## config.mk

```make
export PLATFORM = sky130hd
export DESIGN_NAME = segment_display_frame_builder_top
export DESIGN_NICKNAME = d
export VERILOG_FILES = /design/src/sdfb_pkg.sv /design/src/segment_display_frame_builder_top.sv /design/src/sdfb_front.sv /design/src/sdfb_queue.sv /design/src/sdfb_back.sv
export SDC_FILE = /design/constraint.sdc
export NUM_CORES = 1
export LEC_CHECK = 0
export ABC_CLOCK_PERIOD_IN_PS = 2600
export BUFFER_PORTS_ARGS = -buffer_cell sky130_fd_sc_hd__buf_2
export CAP_MARGIN = 20
export CORE_MARGIN = 1
export CORE_UTILIZATION = 43
export CTS_CLUSTER_SIZE = 30
export DETAILED_ROUTE_END_ITERATION = 10
export PLACE_DENSITY = 0.59
export SLEW_MARGIN = 10
export SYNTH_ARGS = -nofsm -noshare
export SYNTH_HDL_FRONTEND = slang
export SYNTH_HIERARCHICAL = 1
export SYNTH_SLANG_ARGS = --single-unit
export TNS_END_PERCENT = 5
```

## constraint.sdc

```tcl
create_clock -name clk -period 2.6 [get_ports clk]
set_input_delay 0.52 -clock clk [delete_from_list [all_inputs] [get_ports clk]]
set_output_delay 0.52 -clock clk [all_outputs]
set_load 0.02 [all_outputs]
```

## src/sdfb_pkg.sv

```systemverilog
package sdfb_pkg;

    localparam int DISPLAY_BYTES = 16;
    localparam int IDX_W         = $clog2(DISPLAY_BYTES);
    localparam int HEADER_WORDS  = 2;
    localparam int FLUSH_WORDS   = HEADER_WORDS + DISPLAY_BYTES;
    localparam int CATHODE_WORDS = 3;
    localparam int CNT_W         = $clog2(FLUSH_WORDS);
    localparam int QUEUE_DEPTH   = 2;

    localparam logic [7:0] CMD_DATA_WRITE = 8'h40;
    localparam logic [7:0] CMD_ADDRESS    = 8'hC0;
    localparam logic [7:0] DP_BIT         = 8'h80;
    localparam logic [6:0] CHAR_UPPER_A   = 7'h41;
    localparam logic [6:0] CHAR_UPPER_F   = 7'h46;
    localparam logic [6:0] CHAR_LOWER_A   = 7'h61;
    localparam logic [6:0] CHAR_LOWER_F   = 7'h66;
    localparam logic [3:0] LAST_POSITION  = 4'd9;

    localparam logic [7:0] SEG_TABLE [16] = '{
        8'h3F, 8'h06, 8'h5B, 8'h4F, 8'h66, 8'h6D, 8'h7D, 8'h07,
        8'h7F, 8'h6F, 8'h77, 8'h7C, 8'h39, 8'h5E, 8'h79, 8'h71
    };

    typedef enum logic [1:0] {
        OP_CATHODE = 2'd0,
        OP_STORE   = 2'd1,
        OP_FLUSH   = 2'd2
    } op_t;

    typedef struct packed {
        op_t        op;
        logic [3:0] pos;
        logic [7:0] seg;
    } entry_t;

    function automatic logic [7:0] hex_to_seg(input logic [7:0] code);
        logic [6:0] v;
        logic [7:0] dp;
        logic [3:0] letter;
        logic [7:0] res;
        v      = code[6:0];
        dp     = code & DP_BIT;
        letter = v[3:0] + 4'd9;
        if (v <= 7'd15)
            res = SEG_TABLE[v[3:0]] | dp;
        else if ((v >= CHAR_UPPER_A && v <= CHAR_UPPER_F) ||
                 (v >= CHAR_LOWER_A && v <= CHAR_LOWER_F))
            res = SEG_TABLE[letter] | dp;
        else
            res = 8'h00;
        return res;
    endfunction

endpackage

```

## src/segment_display_frame_builder_top.sv

```systemverilog
// Channel   Handshake           Word
// ------    ---------           ----
// config    cfg_we              cfg_wdata (common_anode)
// input     in_valid/in_ready   cmd, digit_position, digit_code, group_last
// output    out_valid/out_ready frame_byte, frame_start, frame_end, last
//
// Cathode digit: the back end dequeues it, then emits 3 output words, one per cycle while the output register is free.
// Anode digit: the back end dequeues it and updates the shadow store; a group end
// then adds 18 words, one per cycle while the output register is free.
// Output stalls hold the word counter; a two-entry queue parts intake from emission.
// Input stalls only when the queue is full.
// Reset clears mode, queue, sequencer and the 16-byte shadow store at once.
module segment_display_frame_builder_top
    import sdfb_pkg::*;
(
    input  logic       clk,
    input  logic       rst_n,
    input  logic       cfg_we,
    input  logic       cfg_wdata,
    input  logic       in_valid,
    output logic       in_ready,
    input  logic       cmd,
    input  logic [3:0] digit_position,
    input  logic [7:0] digit_code,
    input  logic       group_last,
    output logic       out_valid,
    input  logic       out_ready,
    output logic [7:0] frame_byte,
    output logic       frame_start,
    output logic       frame_end,
    output logic       last
);

    logic   wr_valid, wr_ready;
    entry_t wr_entry;
    logic   rd_valid, rd_ready;
    entry_t rd_entry;

    sdfb_front u_front (
        .clk            (clk),
        .rst_n          (rst_n),
        .cfg_we         (cfg_we),
        .cfg_wdata      (cfg_wdata),
        .in_valid       (in_valid),
        .in_ready       (in_ready),
        .cmd            (cmd),
        .digit_position (digit_position),
        .digit_code     (digit_code),
        .group_last     (group_last),
        .wr_valid       (wr_valid),
        .wr_ready       (wr_ready),
        .wr_entry       (wr_entry)
    );

    sdfb_queue u_queue (
        .clk      (clk),
        .rst_n    (rst_n),
        .wr_valid (wr_valid),
        .wr_ready (wr_ready),
        .wr_entry (wr_entry),
        .rd_valid (rd_valid),
        .rd_ready (rd_ready),
        .rd_entry (rd_entry)
    );

    sdfb_back u_back (
        .clk         (clk),
        .rst_n       (rst_n),
        .rd_valid    (rd_valid),
        .rd_ready    (rd_ready),
        .rd_entry    (rd_entry),
        .out_valid   (out_valid),
        .out_ready   (out_ready),
        .frame_byte  (frame_byte),
        .frame_start (frame_start),
        .frame_end   (frame_end),
        .last        (last)
    );

endmodule

```

## src/sdfb_front.sv

```systemverilog
module sdfb_front
    import sdfb_pkg::*;
(
    input  logic       clk,
    input  logic       rst_n,
    input  logic       cfg_we,
    input  logic       cfg_wdata,
    input  logic       in_valid,
    output logic       in_ready,
    input  logic       cmd,
    input  logic [3:0] digit_position,
    input  logic [7:0] digit_code,
    input  logic       group_last,
    output logic       wr_valid,
    input  logic       wr_ready,
    output entry_t     wr_entry
);

    logic common_anode_reg;

    always_ff @(posedge clk or negedge rst_n)
    begin
        if (!rst_n)
            common_anode_reg <= 1'b0;
        else if (cfg_we)
            common_anode_reg <= cfg_wdata;
    end

    assign in_ready = wr_ready;
    assign wr_valid = in_valid;

    always_comb
    begin
        wr_entry.pos = digit_position;
        wr_entry.seg = cmd ? hex_to_seg(digit_code) : digit_code;
        if (!common_anode_reg)
            wr_entry.op = OP_CATHODE;
        else if (group_last)
            wr_entry.op = OP_FLUSH;
        else
            wr_entry.op = OP_STORE;
    end

endmodule

```

## src/sdfb_queue.sv

```systemverilog
module sdfb_queue
    import sdfb_pkg::*;
(
    input  logic   clk,
    input  logic   rst_n,
    input  logic   wr_valid,
    output logic   wr_ready,
    input  entry_t wr_entry,
    output logic   rd_valid,
    input  logic   rd_ready,
    output entry_t rd_entry
);

    localparam int PTR_W = $clog2(QUEUE_DEPTH);

    entry_t               slot_reg [QUEUE_DEPTH];
    logic [PTR_W-1:0]     wr_ptr_reg, wr_ptr_next;
    logic [PTR_W-1:0]     rd_ptr_reg, rd_ptr_next;
    logic [PTR_W:0]       count_reg, count_next;
    logic                 push, pop;

    assign wr_ready = (count_reg != (PTR_W+1)'(QUEUE_DEPTH));
    assign rd_valid = (count_reg != '0);
    assign rd_entry = slot_reg[rd_ptr_reg];
    assign push     = wr_valid && wr_ready;
    assign pop      = rd_valid && rd_ready;

    always_comb
    begin
        wr_ptr_next = push ? wr_ptr_reg + 1'b1 : wr_ptr_reg;
        rd_ptr_next = pop  ? rd_ptr_reg + 1'b1 : rd_ptr_reg;
        count_next  = count_reg;
        if (push && !pop)
            count_next = count_reg + 1'b1;
        else if (pop && !push)
            count_next = count_reg - 1'b1;
    end

    always_ff @(posedge clk or negedge rst_n)
    begin
        if (!rst_n)
        begin
            wr_ptr_reg <= '0;
            rd_ptr_reg <= '0;
            count_reg  <= '0;
        end
        else
        begin
            wr_ptr_reg <= wr_ptr_next;
            rd_ptr_reg <= rd_ptr_next;
            count_reg  <= count_next;
        end
    end

    always_ff @(posedge clk)
    begin
        if (push)
            slot_reg[wr_ptr_reg] <= wr_entry;
    end

endmodule

```

## src/sdfb_back.sv

```systemverilog
module sdfb_back
    import sdfb_pkg::*;
(
    input  logic       clk,
    input  logic       rst_n,
    input  logic       rd_valid,
    output logic       rd_ready,
    input  entry_t     rd_entry,
    output logic       out_valid,
    input  logic       out_ready,
    output logic [7:0] frame_byte,
    output logic       frame_start,
    output logic       frame_end,
    output logic       last
);

    typedef enum logic [1:0] {
        ST_IDLE = 2'b01,
        ST_EMIT = 2'b10
    } state_t;

    state_t           state_reg, state_next;
    op_t              op_reg, op_next;
    logic [3:0]       pos_reg, pos_next;
    logic [7:0]       seg_reg, seg_next;
    logic [CNT_W-1:0] cnt_reg, cnt_next;
    logic [7:0]       shadow_reg  [DISPLAY_BYTES];
    logic [7:0]       shadow_next [DISPLAY_BYTES];

    logic             out_valid_reg, out_valid_next;
    logic [7:0]       byte_reg, byte_next;
    logic             start_reg, start_next;
    logic             end_reg, end_next;
    logic             last_reg, last_next;

    logic             pop, store_en, emit, final_word;
    logic [7:0]       word_byte;
    logic             word_start, word_end;
    logic [CNT_W-1:0] sh_off;

    assign rd_ready = (state_reg == ST_IDLE);
    assign pop      = rd_valid && rd_ready;
    assign store_en = pop && (rd_entry.op != OP_CATHODE) && (rd_entry.pos <= LAST_POSITION);
    assign emit     = (state_reg == ST_EMIT) && (!out_valid_reg || out_ready);
    assign sh_off   = cnt_reg - CNT_W'(HEADER_WORDS);

    // transpose: segment bit k lands in bit pos[2:0] of byte 2k (+1 for positions 8..9)
    always_comb
    begin
        for (int i = 0; i < DISPLAY_BYTES; i++)
        begin
            shadow_next[i] = shadow_reg[i];
            if (store_en && (1'(i % 2) == rd_entry.pos[3]))
                shadow_next[i][rd_entry.pos[2:0]] = rd_entry.seg[i / 2];
        end
    end

    // build the current word from the op and the word counter
    always_comb
    begin
        word_byte  = 8'h00;
        word_start = 1'b0;
        word_end   = 1'b0;
        final_word = 1'b0;
        if (cnt_reg == '0)
        begin
            word_byte  = CMD_DATA_WRITE;
            word_start = 1'b1;
            word_end   = 1'b1;
        end
        else if (cnt_reg == CNT_W'(1))
        begin
            word_byte  = (op_reg == OP_CATHODE) ? (CMD_ADDRESS | {4'h0, pos_reg}) : CMD_ADDRESS;
            word_start = 1'b1;
        end
        else if (op_reg == OP_CATHODE)
        begin
            word_byte  = seg_reg;
            word_end   = 1'b1;
            final_word = 1'b1;
        end
        else
        begin
            word_byte  = shadow_reg[sh_off[IDX_W-1:0]];
            final_word = (cnt_reg == CNT_W'(FLUSH_WORDS - 1));
            word_end   = final_word;
        end
    end

    always_comb
    begin
        state_next     = state_reg;
        op_next        = op_reg;
        pos_next       = pos_reg;
        seg_next       = seg_reg;
        cnt_next       = cnt_reg;
        out_valid_next = out_valid_reg;
        byte_next      = byte_reg;
        start_next     = start_reg;
        end_next       = end_reg;
        last_next      = last_reg;

        if (out_valid_reg && out_ready)
            out_valid_next = 1'b0;

        unique case (state_reg)
            ST_IDLE:
            begin
                if (pop && rd_entry.op != OP_STORE)
                begin
                    state_next = ST_EMIT;
                    op_next    = rd_entry.op;
                    pos_next   = rd_entry.pos;
                    seg_next   = rd_entry.seg;
                    cnt_next   = '0;
                end
            end
            ST_EMIT:
            begin
                if (emit)
                begin
                    out_valid_next = 1'b1;
                    byte_next      = word_byte;
                    start_next     = word_start;
                    end_next       = word_end;
                    last_next      = final_word;
                    if (final_word)
                        state_next = ST_IDLE;
                    else
                        cnt_next = cnt_reg + 1'b1;
                end
            end
            default:
            begin
                state_next = ST_IDLE;
            end
        endcase
    end

    always_ff @(posedge clk or negedge rst_n)
    begin
        if (!rst_n)
        begin
            state_reg     <= ST_IDLE;
            cnt_reg       <= '0;
            out_valid_reg <= 1'b0;
            for (int i = 0; i < DISPLAY_BYTES; i++)
                shadow_reg[i] <= 8'h00;
        end
        else
        begin
            state_reg     <= state_next;
            cnt_reg       <= cnt_next;
            out_valid_reg <= out_valid_next;
            for (int i = 0; i < DISPLAY_BYTES; i++)
                shadow_reg[i] <= shadow_next[i];
        end
    end

    always_ff @(posedge clk)
    begin
        op_reg    <= op_next;
        pos_reg   <= pos_next;
        seg_reg   <= seg_next;
        byte_reg  <= byte_next;
        start_reg <= start_next;
        end_reg   <= end_next;
        last_reg  <= last_next;
    end

    assign out_valid   = out_valid_reg;
    assign frame_byte  = byte_reg;
    assign frame_start = start_reg;
    assign frame_end   = end_reg;
    assign last        = last_reg;

endmodule

```

Yosys cells after proc, flatten, opt, wreduce, memory -nomap -nowiden
Memories as Yosys holds them, arrays and structs flattened.
Cells that the tools add are included.
{"block": "word_totals", "reg_bits": 166, "mem_bits_rw": 28, "rom_bits": 256, "output_inout_bits": 13, "memories": 3}
{"name": "(no name shown)", "words": 16, "word_bits": 8, "rd": 1, "rd_clocked_by_memory_dff": 0, "write_ports": 0, "line_no": "sdfb_pkg.sv:46", "source": "res = SEG_TABLE[v[3:0]] | dp;"}
{"name": "(no name shown)", "words": 16, "word_bits": 8, "rd": 1, "rd_clocked_by_memory_dff": 0, "write_ports": 0, "line_no": "sdfb_pkg.sv:49", "source": "res = SEG_TABLE[letter] | dp;"}
{"name": "u_queue.slot_reg", "words": 2, "word_bits": 14, "rd": 1, "rd_clocked_by_memory_dff": 0, "write_ports": 1, "line_no": "sdfb_queue.sv:16", "source": "entry_t slot_reg [QUEUE_DEPTH];"}
{"block": "op_classes", "n_addsub": 7, "n_lt_le_gt_ge": 11, "n_eq_ne": 10, "n_mux": 52, "bitwise_logic": 6, "n_reduce_logical": 29}
{"cell": "8-bit bitwise mux", "count": 16}
{"cell": "8-bit 2-to-1 mux", "count": 11}
{"cell": "8-bit binary-select mux with 4-bit select", "count": 1}
{"cell": "8-bit bitwise OR", "count": 2}
{"cell": "5-bit greater-or-equal comparator, second input constant", "count": 3}
{"cell": "5-bit 2-to-1 mux", "count": 3}
{"cell": "4-bit NOT with 5-bit output", "count": 3}
{"cell": "7-bit greater-or-equal comparator, second input constant", "count": 2}
{"cell": "7-bit less-or-equal comparator, second input constant", "count": 2}
{"cell": "1-bit logical AND", "count": 14}
{"cell": "2-bit 2-to-1 mux", "count": 7}
{"cell": "1-bit 2-to-1 mux", "count": 10}
{"cell": "5-bit case mux with 2 select lines", "count": 1}
{"cell": "2-bit nonzero test", "count": 4}
{"cell": "7-bit by 4-bit less-or-equal comparator with 1-bit output, second input constant", "count": 1}
{"cell": "2-bit by 1-bit != test with 1-bit output, second input constant", "count": 3}
{"cell": "2-bit != test, second input constant", "count": 3}
{"cell": "5-bit by 1-bit adder with 5-bit output, second input constant", "count": 1}
{"cell": "5-bit by 1-bit == test with 1-bit output, second input constant", "count": 1}
{"cell": "5-bit == test, second input constant", "count": 1}
{"cell": "5-bit zero test", "count": 1}
{"cell": "4-bit adder, second input constant", "count": 1}
{"cell": "4-bit less-or-equal comparator, second input constant", "count": 1}
{"cell": "3-bit by 4-bit < comparator with 1-bit output, second input constant", "count": 1}
{"cell": "other kinds (17)", "count": 22}

Longest topological paths before layout
Gate-level depths: netlist (run 1).
{"block": "depth", "ltp_word": 9, "ltp_mapped": 10, "ltp_nobuf": 7}

Cells and area by module
The synthesis (run 1) kept the hierarchy.
{"module": "sdfb_back", "instances": 1, "cells_each": 485, "area_per_inst_um2": 6976.7, "seq_area_each_um2": 4155.2}
{"module": "sdfb_queue", "instances": 1, "cells_each": 62, "area_per_inst_um2": 1270.0, "seq_area_each_um2": 940.9}
{"module": "sdfb_front", "instances": 1, "cells_each": 137, "area_per_inst_um2": 909.6, "seq_area_each_um2": 25.0}

Worst setup path after synthesis (run 1)
Ideal clock, no wire load.
{"block": "synth_path", "path_kind": "flip-flop to flip-flop", "from": "reg u_queue.rd_ptr_reg", "to": "reg u_back/shadow_reg[49] in the netlist's numbering", "setup_ps": 128, "t_arrival_ps": 2356, "required_time_ps": 2472, "setup_slack_ps": 117, "stages_incl_launch_ff": 9, "cell_sequence": "dfrtp_1 > buf_6 > buf_12 > mux2_4 > clkbuf_1 > o21a_1 > nor4_1 > nand3b_1 > mux2_1"}
{"element": "start, declared", "line_no": "sdfb_queue.sv:18", "source": "logic [PTR_W-1:0] rd_ptr_reg, rd_ptr_next;"}
{"element": "start signal, assigned", "line_no": "sdfb_queue.sv:50", "source": "rd_ptr_reg <= rd_ptr_next;"}
{"element": "end signal, assigned by index", "line_no": "sdfb_back.sv:156", "source": "shadow_reg[i] <= shadow_next[i];"}
{"element": "end, declared", "line_no": "sdfb_back.sv:27", "source": "logic [7:0] shadow_reg [DISPLAY_BYTES];"}

==> results of run 1 <==
==> logic make-up after synthesis <==
group / after synthesis
buf+inv: 106
fa+ha+maj: 15
flops: 194
compound gates: 89
mux: 148
simple gates: 124
xor+xnor: 8
==> layer usage <==
layer / global-route usage / wire, um / vias up / part of all wire
li1: - / - / 2447 / -
met1: 0.251 / 8620 / 2766 / 0.44
met2: 0.324 / 10000 / 113 / 0.51
met3: 0.0296 / 580 / 30 / 0.030
met4: 0.0753 / 439 / 0 / 0.022
met5: 0 / 0 / - / 0
==> final timing paths <==
kind / end / slack [ns] / cells past startpoint
worst max-delay path: u_back/shadow_reg[0] / 0.19 / 7
min in group asynchronous: u_back/shadow_reg[15] / 0.55 / 2
max in group asynchronous: u_back/state_reg[0] / 1.26 / 3
worst max register to register: u_back/shadow_reg[0] / 0.19 / 7
worst min register to register: u_back/shadow_reg[7] / 0.37 / 0
worst min-delay path: u_queue/slot_reg[0][8] / 0.28 / 1
==> power by group through the flow <==
stage               Clock, W  Combinational [W]  Sequential (W)
global route         0.00278            0.00369         0.00444
detailed placement         0            0.00342         0.00441
CTS                  0.00266            0.00344         0.00435
finish               0.00260            0.00341         0.00435
floorplan                  0            0.00246         0.00429
global placement           0            0.00335         0.00436
==> worst max-delay path, stage by stage, from the launching register on <==
cell	delay, ns
sky130_fd_sc_hd__dfrtp_1	0.52
sky130_fd_sc_hd__buf_4	0.27
sky130_fd_sc_hd__mux2_4	0.37
sky130_fd_sc_hd__nor2_1	0.12
sky130_fd_sc_hd__nand4_1	0.20
sky130_fd_sc_hd__nor3b_2	0.24
sky130_fd_sc_hd__buf_4	0.22
sky130_fd_sc_hd__mux2_1	0.34
==> timing repair <==
item / in CTS / in global routing
buffers inserted: 1 / 0
hold endpoints to repair: 36 / 0
resized for setup: 0 / 2
pin swaps: 1 / 0
hold buffers: 1 / 0
endpoints found under the setup margin: 2 / 16
==> cell usage after synthesis, drive strengths merged, types with 4 or more instances <==
cell,instances
a21oi,26
xnor2,5
nor2,28
dfrtp,140
a22oi,4
nor3,9
buf,31
mux4,29
ha,15
nor2b,8
mux2i,16
edfxtp,53
nand2b,14
a31oi,12
or3b,4
mux2,103
nand2,30
clkbuf,59
inv,16
o22ai,8
and3,4
o21ai,11
nand3,4
nand4,5
==> cell type report <==
| class | count | area, um^2 | share of cell area |
|---|---|---|---|
| clock buffers | 18 | 429 | 0.0424 |
| clock inverters | 14 | 155 | 0.0153 |
| inverters | 16 | 60.1 | 0.00594 |
| multi-input cells | 384 | 3550 | 0.351 |
| flip-flops and latches | 194 | 5120 | 0.506 |
| well taps | 275 | 344 | 0.0340 |
| repair buffers | 66 | 449 | 0.0444 |
==> through the flow <==
| stage | util | cell area [um^2] | total power, W | hold slack (ns) |
|---|---|---|---|---|
| global route | 0.483 | 10100 | 0.0109 | 0.264 |
| global placement | 0.454 | 9500 | 0.00772 | 0.360 |
| finish | 0.483 | 10100 | 0.0104 | 0.277 |
| CTS | 0.482 | 10100 | 0.0105 | 0.260 |
| detailed placement | 0.454 | 9500 | 0.00783 | 0.363 |
| floorplan | - | 9160 | 0.00675 | 0.224 |
==> results.md, run 1 <==
Status:
- The run finished with clean final reports.

Synth:
- The number of enable flip-flop cells after synthesis is 53.
- After synthesis the cells add up to a little over 9000 um^2.
- The synthesized design spends more area on one cell type than any other, namely sky130_fd_sc_hd__dfrtp_1.
- The distinct cell type count after synthesis is 67.
- The cell count after synthesis came out at 684.
- Measured against the total synthesized area, the mux share comes to 0.219.
- In the synthesized netlist the dominant register cell turns out to be sky130_fd_sc_hd__dfrtp_1.
- The proportion of register bits with asynchronous set or reset after synthesis is 0.727.
- The basic-gate share of the synthesized area counting and, or, nand and nor cells is 0.0749.
- The part of the Yosys area used for sequential elements is 0.559.
- The synthesized area per cell is 13.4 um^2.
- The area share of fa/ha/maj cells after synthesis is 0.0205.
- By area the synthesized netlist is led by sky130_fd_sc_hd__dfrtp_1 (38%), sky130_fd_sc_hd__edfxtp_1 (17%), sky130_fd_sc_hd__mux4_2 (7.1%), sky130_fd_sc_hd__mux2_1 (6.3%), sky130_fd_sc_hd__mux2_2 (5.3%).
- The compound-gate portion of the synthesized area is 0.0646.
- The flip-flop and latch count after synthesis is 194.
- Of the total synthesized cell area, the portion taken by XOR and XNOR cells is 0.00765.
- The dominant combinational cell family by area after synthesis is multiplexers.
- For this run, the number of Yosys warnings is 6.
- Of the post-synthesis cell area, the dominant cell type holds 0.383.
- The total nets after synthesis is 719.

GRT:
- The maximum number of pins on one net before global-route repair is 41.
- The initial antenna violation count is 2.
- The total congestion overflow after global routing is 0.
- The first-pass GRT wire length is between 30000 and 40000 um.
- For this run, the total global-route usage over all layers was measured as 0.193.
- The number of global-route vias before repair is roughly 5700.

Timing:
- Setup violations remaining at the end of the flow were counted as 0.
- The number of max-slew violations in the final report is 0.
- Summed over all failing endpoints, the final setup total negative slack is 0 ns.
- After layout, the worst setup slack is slightly below 0.2 ns.
- Subtracting the final worst setup slack from the clock period gives 2.41 ns.
- The maximum clock skew at final layout is approximately 0.0062 ns.
- Static timing analysis puts the maximum clock frequency at ~0.42 GHz.
- Setup repair after global routing left no endpoint under its margin.
- The number of endpoints with negative hold slack in the final report is 0.
- Measured against its own limit, the worst slew margin works out to 0.521.
- The final critical-path share of the clock period is 0.925.
- At the pin with the least slew margin, the transition time is just over 0.7 ns.

Cells and area:
- The area growth from synthesis to layout is 10.5%.
- Counting the fill cells in the layout gives roughly 1900.
- The final antenna diode count is 0.
- The commonest non-fill, non-tap cell in the layout is sky130_fd_sc_hd__dfrtp_1.
- The register with the most flip-flops in the layout has ~130 of them.
- The net total in the final layout is between 700 and 800.
- Of the cells placed in the final design, the portion with a size suffix greater than 1 is 0.286.
- Excluding fillers, the count of instances in the completed layout stands at between 900 and 1000.
- Leaving out fill and tap cells, the most frequent cells in the layout are sky130_fd_sc_hd__dfrtp_1 (139), sky130_fd_sc_hd__edfxtp_1 (53), sky130_fd_sc_hd__mux2_1 (51).

Min path:
- The launch instance of the worst min-delay path is digit_position[0].
- The tightest min-delay check is of the in -> reg type.

Die:
- During I/O placement, the number of pins put on the boundary was 33.
- The area of the die is approximately 22000 um^2.
- The die is ~150 um tall.
- The core region is about 21000 um^2.
- The initial utilization of the core area, before any placement, comes to 0.437.
- The site row count is 53.
- Measured along the x axis, the die boundary spans approximately 150 um.

Power:
- The share of total power dissipated in combinational logic is 0.329.
- The fraction of power consumed by sequential logic is 0.420.
- For this design the total switching power over the nets is 0.00344 W.
- Power spread over the standard cell area amounts to a little over 1000 nW/um^2.
- In this run the static leakage power is 4.40 nW.
- The cell internal power dissipation is slightly below 0.007 W.
- The share of total power dissipated in the clock network is 0.251.
- The worst voltage drop across the vdd grid is 0.511 mV.
- The switching part of the total power is 0.332.

Drt:
- Detailed routing inserted a total of around 5400 vias.
- In the routed layout, each cell is associated on average with a via count of 5.54.
- Summed over all layers, the routed wires come to 19600 um.
- In the routed design, unresolved DRC markers number 0.
- The number of DRC markers in iteration 0 is roughly 320.
- The average wire per cell in the routed design is 20.3 um.
- Once detail routing completed, the nets flagged for antenna violations numbered 0.
- The count of TritonRoute iterations in the first routing pass is 4.

Setup path:
- In this run the critical register-to-register path is launched from u_queue/rd_ptr_reg.
- STA classifies the critical path endpoint as a flip-flop.
- The startpoint type of the worst setup path is a flip-flop.
- In this run the worst setup path begins at u_queue/rd_ptr_reg.
- The category of the critical setup timing path is reg -> reg.
- STA puts the critical path data arrival time at 2.72 ns.
- The maximum fanout along the worst path is 9.
- At the worst endpoint, the required time is roughly 2.9 ns.

CTS:
- The CTS H-tree depth is 4.
- After clock tree synthesis, the clock-pin slew on the worst setup and hold paths is about 0.070 ns.
- The number of sinks on the clock net is about 190.
- The root buffer cell chosen for the clock tree is sky130_fd_sc_hd__clkbuf_16.
- The number of clock buffers added by TritonCTS is 17.
- The TritonCTS clock tree is done.
- Clock latency on the worst-skew pair, taken at its later pin, is approximately 0.43 ns.
- The largest buffer count on any clock path is 2.

Placement:
- At the placement stage, the worst setup path has a slack of -0.0165 ns.
- After detailed placement, the design holds a cell count of just over 900.
- The count of buffers added on input and output ports is 32.
- The weighted congestion reported at the end of routability-driven placement is a little over 0.8.
- The estimated wirelength of the detail-placed design is 13400 um.

Flow run:
- Across the run, the number of max-cap violations was 0.
Power figures use the tool's default switching activity.
==> run 2, diff against run 1 <==
- ABC_AREA: unset -> 1
==> results.md, run 2 <==
CTS:
- The number of sinks on the clock net is 194 (unchanged).
- The clock-pin slew of the registers on the worst-case setup and hold paths is 0.08 ns (about the same).
- The tree is rooted in a sky130_fd_sc_hd__clkbuf_16.
- The largest buffer count on any clock path was 2 (unchanged).
- The CTS H-tree depth is 4 (unchanged).
- The TritonCTS clock tree is done.
- The insertion delay of the later-clocked pin in the worst-skew pair came to 0.44 ns (about the same).
- The TritonCTS buffer count is 17 (unchanged).

Drt:
- The detailed-route wire length is 21500 um (+9.4%).
- The routed via count was 6746 (+26%).
- The post-detailed-route via-to-cell ratio is 5.01 (-9.5%).
- The average wire per cell in the routed design was 16.0 um (-21%).
- The count of TritonRoute iterations in the first routing pass is 5 (+1).
- The remaining antenna violation count is 0 (unchanged).
- The final routed DRC violation total is 0 (unchanged).
- The number of DRC markers in iteration 0 is 380 (+19%).

Setup path:
- The data required time at the worst endpoint came to 2.90 ns (about the same).
- Counting stages on the worst path, the most repeated cell is sky130_fd_sc_hd__nand2_1.
- The worst setup path is captured at a flip-flop.
- The critical path goes through inv_6, nand2_1, nand2_1, nor2_2, o211ai_4, nor2_8, nand3_4, nand2_1, o21ai_2.
- The cell count of the worst reg-to-reg path came to 9 (+2).
- The origin of the critical flop-to-flop path is u_queue/rd_ptr_reg.
- The endpoint identified for the worst register-to-register timing path is u_back/shadow_reg[9].
- By startpoint and endpoint, the worst setup path is classified as reg -> reg.
- The setup slack of the worst register-to-register path is 0.37 ns (+0.17 ns).
- The biggest cell delay along the critical path is 0.58 ns (+0.06 ns).
- The critical path buffer and inverter count is 1 (-1).
- Grouping stages by cell kind, the critical path spends the most delay in simple AND/OR/NAND/NOR gates.
- The critical path data arrival time is 2.53 ns (-0.19 ns).
- The maximum fanout along the worst path came to 16 (+7).
- The startpoint type of the worst setup path is a flip-flop.
- The slowest stage of the critical path belongs to the cell sky130_fd_sc_hd__dfrtp_2.

Synth:
- The distinct cell type count after synthesis is 35 (-48%).
- By instance count, the leading cell after synthesis is sky130_fd_sc_hd__nand2_1.
- The number of enable flip-flop cells after synthesis is 53 (unchanged).
- The library cell occupying the most area in the post-synthesis netlist is sky130_fd_sc_hd__dfrtp_1.
- The synthesized instance count came to 1084 (+58%).
- The flip-flop and latch count after synthesis is 194 (unchanged).
- The area share of the largest cell type after synthesis was 0.368 (-0.0149).
- The total nets after synthesis came to 1119 (+56%).
- Among all flip-flop cells after synthesis, the most frequent one is sky130_fd_sc_hd__dfrtp_1.
- The warning count from the yosys run came to 6 (unchanged).
- The part of the Yosys area used for sequential elements was 0.538 (-0.0217).
- The proportion of register bits with asynchronous set or reset after synthesis came to 0.727 (unchanged).
- By area the synthesized netlist is led by sky130_fd_sc_hd__dfrtp_1 (37%), sky130_fd_sc_hd__edfxtp_1 (17%), sky130_fd_sc_hd__nand2_1 (10%), sky130_fd_sc_hd__nor2_1 (4.8%), sky130_fd_sc_hd__o21ai_0 (3.7%).
- In the synthesized netlist, the cells that appear most often are sky130_fd_sc_hd__nand2_1 (260), sky130_fd_sc_hd__dfrtp_1 (140), sky130_fd_sc_hd__nor2_1 (122), sky130_fd_sc_hd__inv_1 (76), sky130_fd_sc_hd__o21ai_0 (71).
- The synthesized area per cell came to 8.79 um^2 (-34%).
- The synthesized area was 9530 um^2 (+4.0%).

Cells and area:
- The final antenna diode count came to 0 (unchanged).
- The layout overhead on the synthesized area is 7.85%.
- The number of fill cells came to 2116 (+13%).
- The flip-flop count of the largest register, all copies and words added was 128 (unchanged).
- The register area is 5120 um^2 (about the same).
- In the layout the commonest cells are sky130_fd_sc_hd__nand2_1 (260), sky130_fd_sc_hd__dfrtp_1 (138), sky130_fd_sc_hd__nor2_1 (122).
- The ratio of cells with drive above 1 in the final layout is 0.136 (-0.150).
- Leaving out fill and tap cells, the most frequent cell in the layout is sky130_fd_sc_hd__nand2_1.
- The final cell utilization of the core came to 0.472 (-0.0104).
- The net total in the final layout is 1089 (+53%).
- The area taken by multi-input logic gates is 3550 um^2 (about the same).

Timing:
- The final worst setup slack is 0.369 ns (+0.175 ns).
- The number of max-slew violations in the final report came to 0 (unchanged).
- The final critical-path share of the clock period is 0.858 (-0.0672).
- The summed negative setup slack over all endpoints is 0 ns (unchanged).
- The maximum clock skew at final layout is 0.0137 ns (+0.00745 ns).
- The transition time at the pin with the least slew margin is 0.722 ns (+0.00286 ns).
- The final critical delay including setup and external delays is 2.23 ns (-0.175 ns).
- The worst slew margin relative to its limit came to 0.518 (-0.00244).
- The achievable frequency is 0.448 GHz (+7.8%).
- The number of setup violations in the final report is 0 (unchanged).
- Setup repair after global routing left no endpoint under its margin.
- The number of endpoints with negative hold slack in the final report is 0 (unchanged).

Placement:
- The worst slack at placement is 0.176 ns (+0.193 ns).
- The weighted congestion reported at the end of routability-driven placement was 0.864 (+5.8%).
- The number of input and output port buffers inserted is 32 (unchanged).
- The estimated wirelength of the detail-placed design is 13700 um (+2.4%).

GRT:
- The total congestion overflow after global routing is 0 (unchanged).
- The number of global-route vias before repair is 6263 (+10%).
- The first-pass GRT wire length was 34500 um (+9.6%).
- The initial antenna violation count is 0 (-2).
- The overall fraction of global-route tracks in use was 0.201 (+0.00840).
- The maximum number of pins on one net before global-route repair came to 77 (+88%).

Power:
- The standby leakage power was 4.75 nW (+7.9%).
- The power per standard cell area is 1120 nW/um^2 (+9.0%).
- The total chip power is 0.0115 W (+11%).
- The worst voltage drop across the vdd grid is 0.468 mV (-8.6%).

Die:
- The vertical extent of the die was 151 um (+2.0%).
- The number of top-level pins is 33 (unchanged).
- The standard cell core area is 21800 um^2 (+3.8%).
- The effective utilization at floorplan is 0.438 (+0.000940).
- The die width came to 151 um (+2.0%).
- The site row count is 54 (+1.9%).
- The area of the die is 22800 um^2 (+4.0%).

Status:
- The flow ran to the end, and the final reports show no timing, DRC or antenna violations.

Flow run:
- The max capacitance violation total is 0 (unchanged).

Min path:
- The worst min-delay path category is in -> async.
==> run 2: layout make-up <==
class                           instances  area share
Clock buffer                           18      0.0418
Timing Repair Buffer                   49      0.0335
Inverter                               86      0.0324
Multi-Input combinational cell        706       0.346
Sequential cell                       194       0.499
Clock inverter                         13      0.0139
Tap cell                              280      0.0341
==> run 2: worst max path at each step <==
stage	from	endpoint	depth (start not counted)
after detailed placement	u_queue/rd_ptr_reg	u_back/shadow_reg[41]	9
after global placement	u_queue/rd_ptr_reg	u_back/shadow_reg[73]	9
after CTS	u_queue/rd_ptr_reg	u_back/shadow_reg[9]	9
final	u_queue/rd_ptr_reg	u_back/shadow_reg[9]	9
after global routing	u_queue/rd_ptr_reg	u_back/shadow_reg[9]	9
after floorplan	u_back/cnt_reg[1]	u_back/frame_byte[4]	12
==> run 2: metal layers <==
layer / global-route usage / wire length, um / share of wire
met5: 0 / 0 / 0
met4: 0.0475 / 204 / 0.0095
met3: 0.0334 / 657 / 0.031
met2: 0.316 / 10100 / 0.47
met1: 0.290 / 10500 / 0.49
==> run 2: cells by family (layout without fill, tap and decap cells) <==
logic type | Yosys count | after routing | share of synthesized area
simple gates | 494 | 494 | 0.232
flops | 194 | 194 | 0.538
compound gates | 191 | 191 | 0.114
buf+inv | 184 | 166 | 0.0896
fa+ha+maj | 15 | 15 | 0.0197
xor+xnor | 6 | 6 | 0.00630
==> run 2: timing repair <==
action,in CTS,in global routing
setup endpoints to repair,0,10
hold buffers,0,0
buffers inserted,0,0
gates resized for setup,0,1
hold endpoints to repair,0,0
==> run 2: stage by stage <==
| stage | hold slack [ns] | instances | cell area (um^2) |
|---|---|---|---|
| after floorplan | 0.224 | 1084 | 9530 |
| after global placement | 0.360 | 1315 | 9700 |
| after detailed placement | 0.361 | 1315 | 9700 |
| after CTS | 0.0163 | 1346 | 10300 |
| after global routing | 0.0245 | 1346 | 10300 |
| final | 0.0125 | 1346 | 10300 |
==> run 2: power by group <==
part           internal, W  switching [W]
combinational      0.00132        0.00304
sequential         0.00411       0.000423
clock              0.00135        0.00121
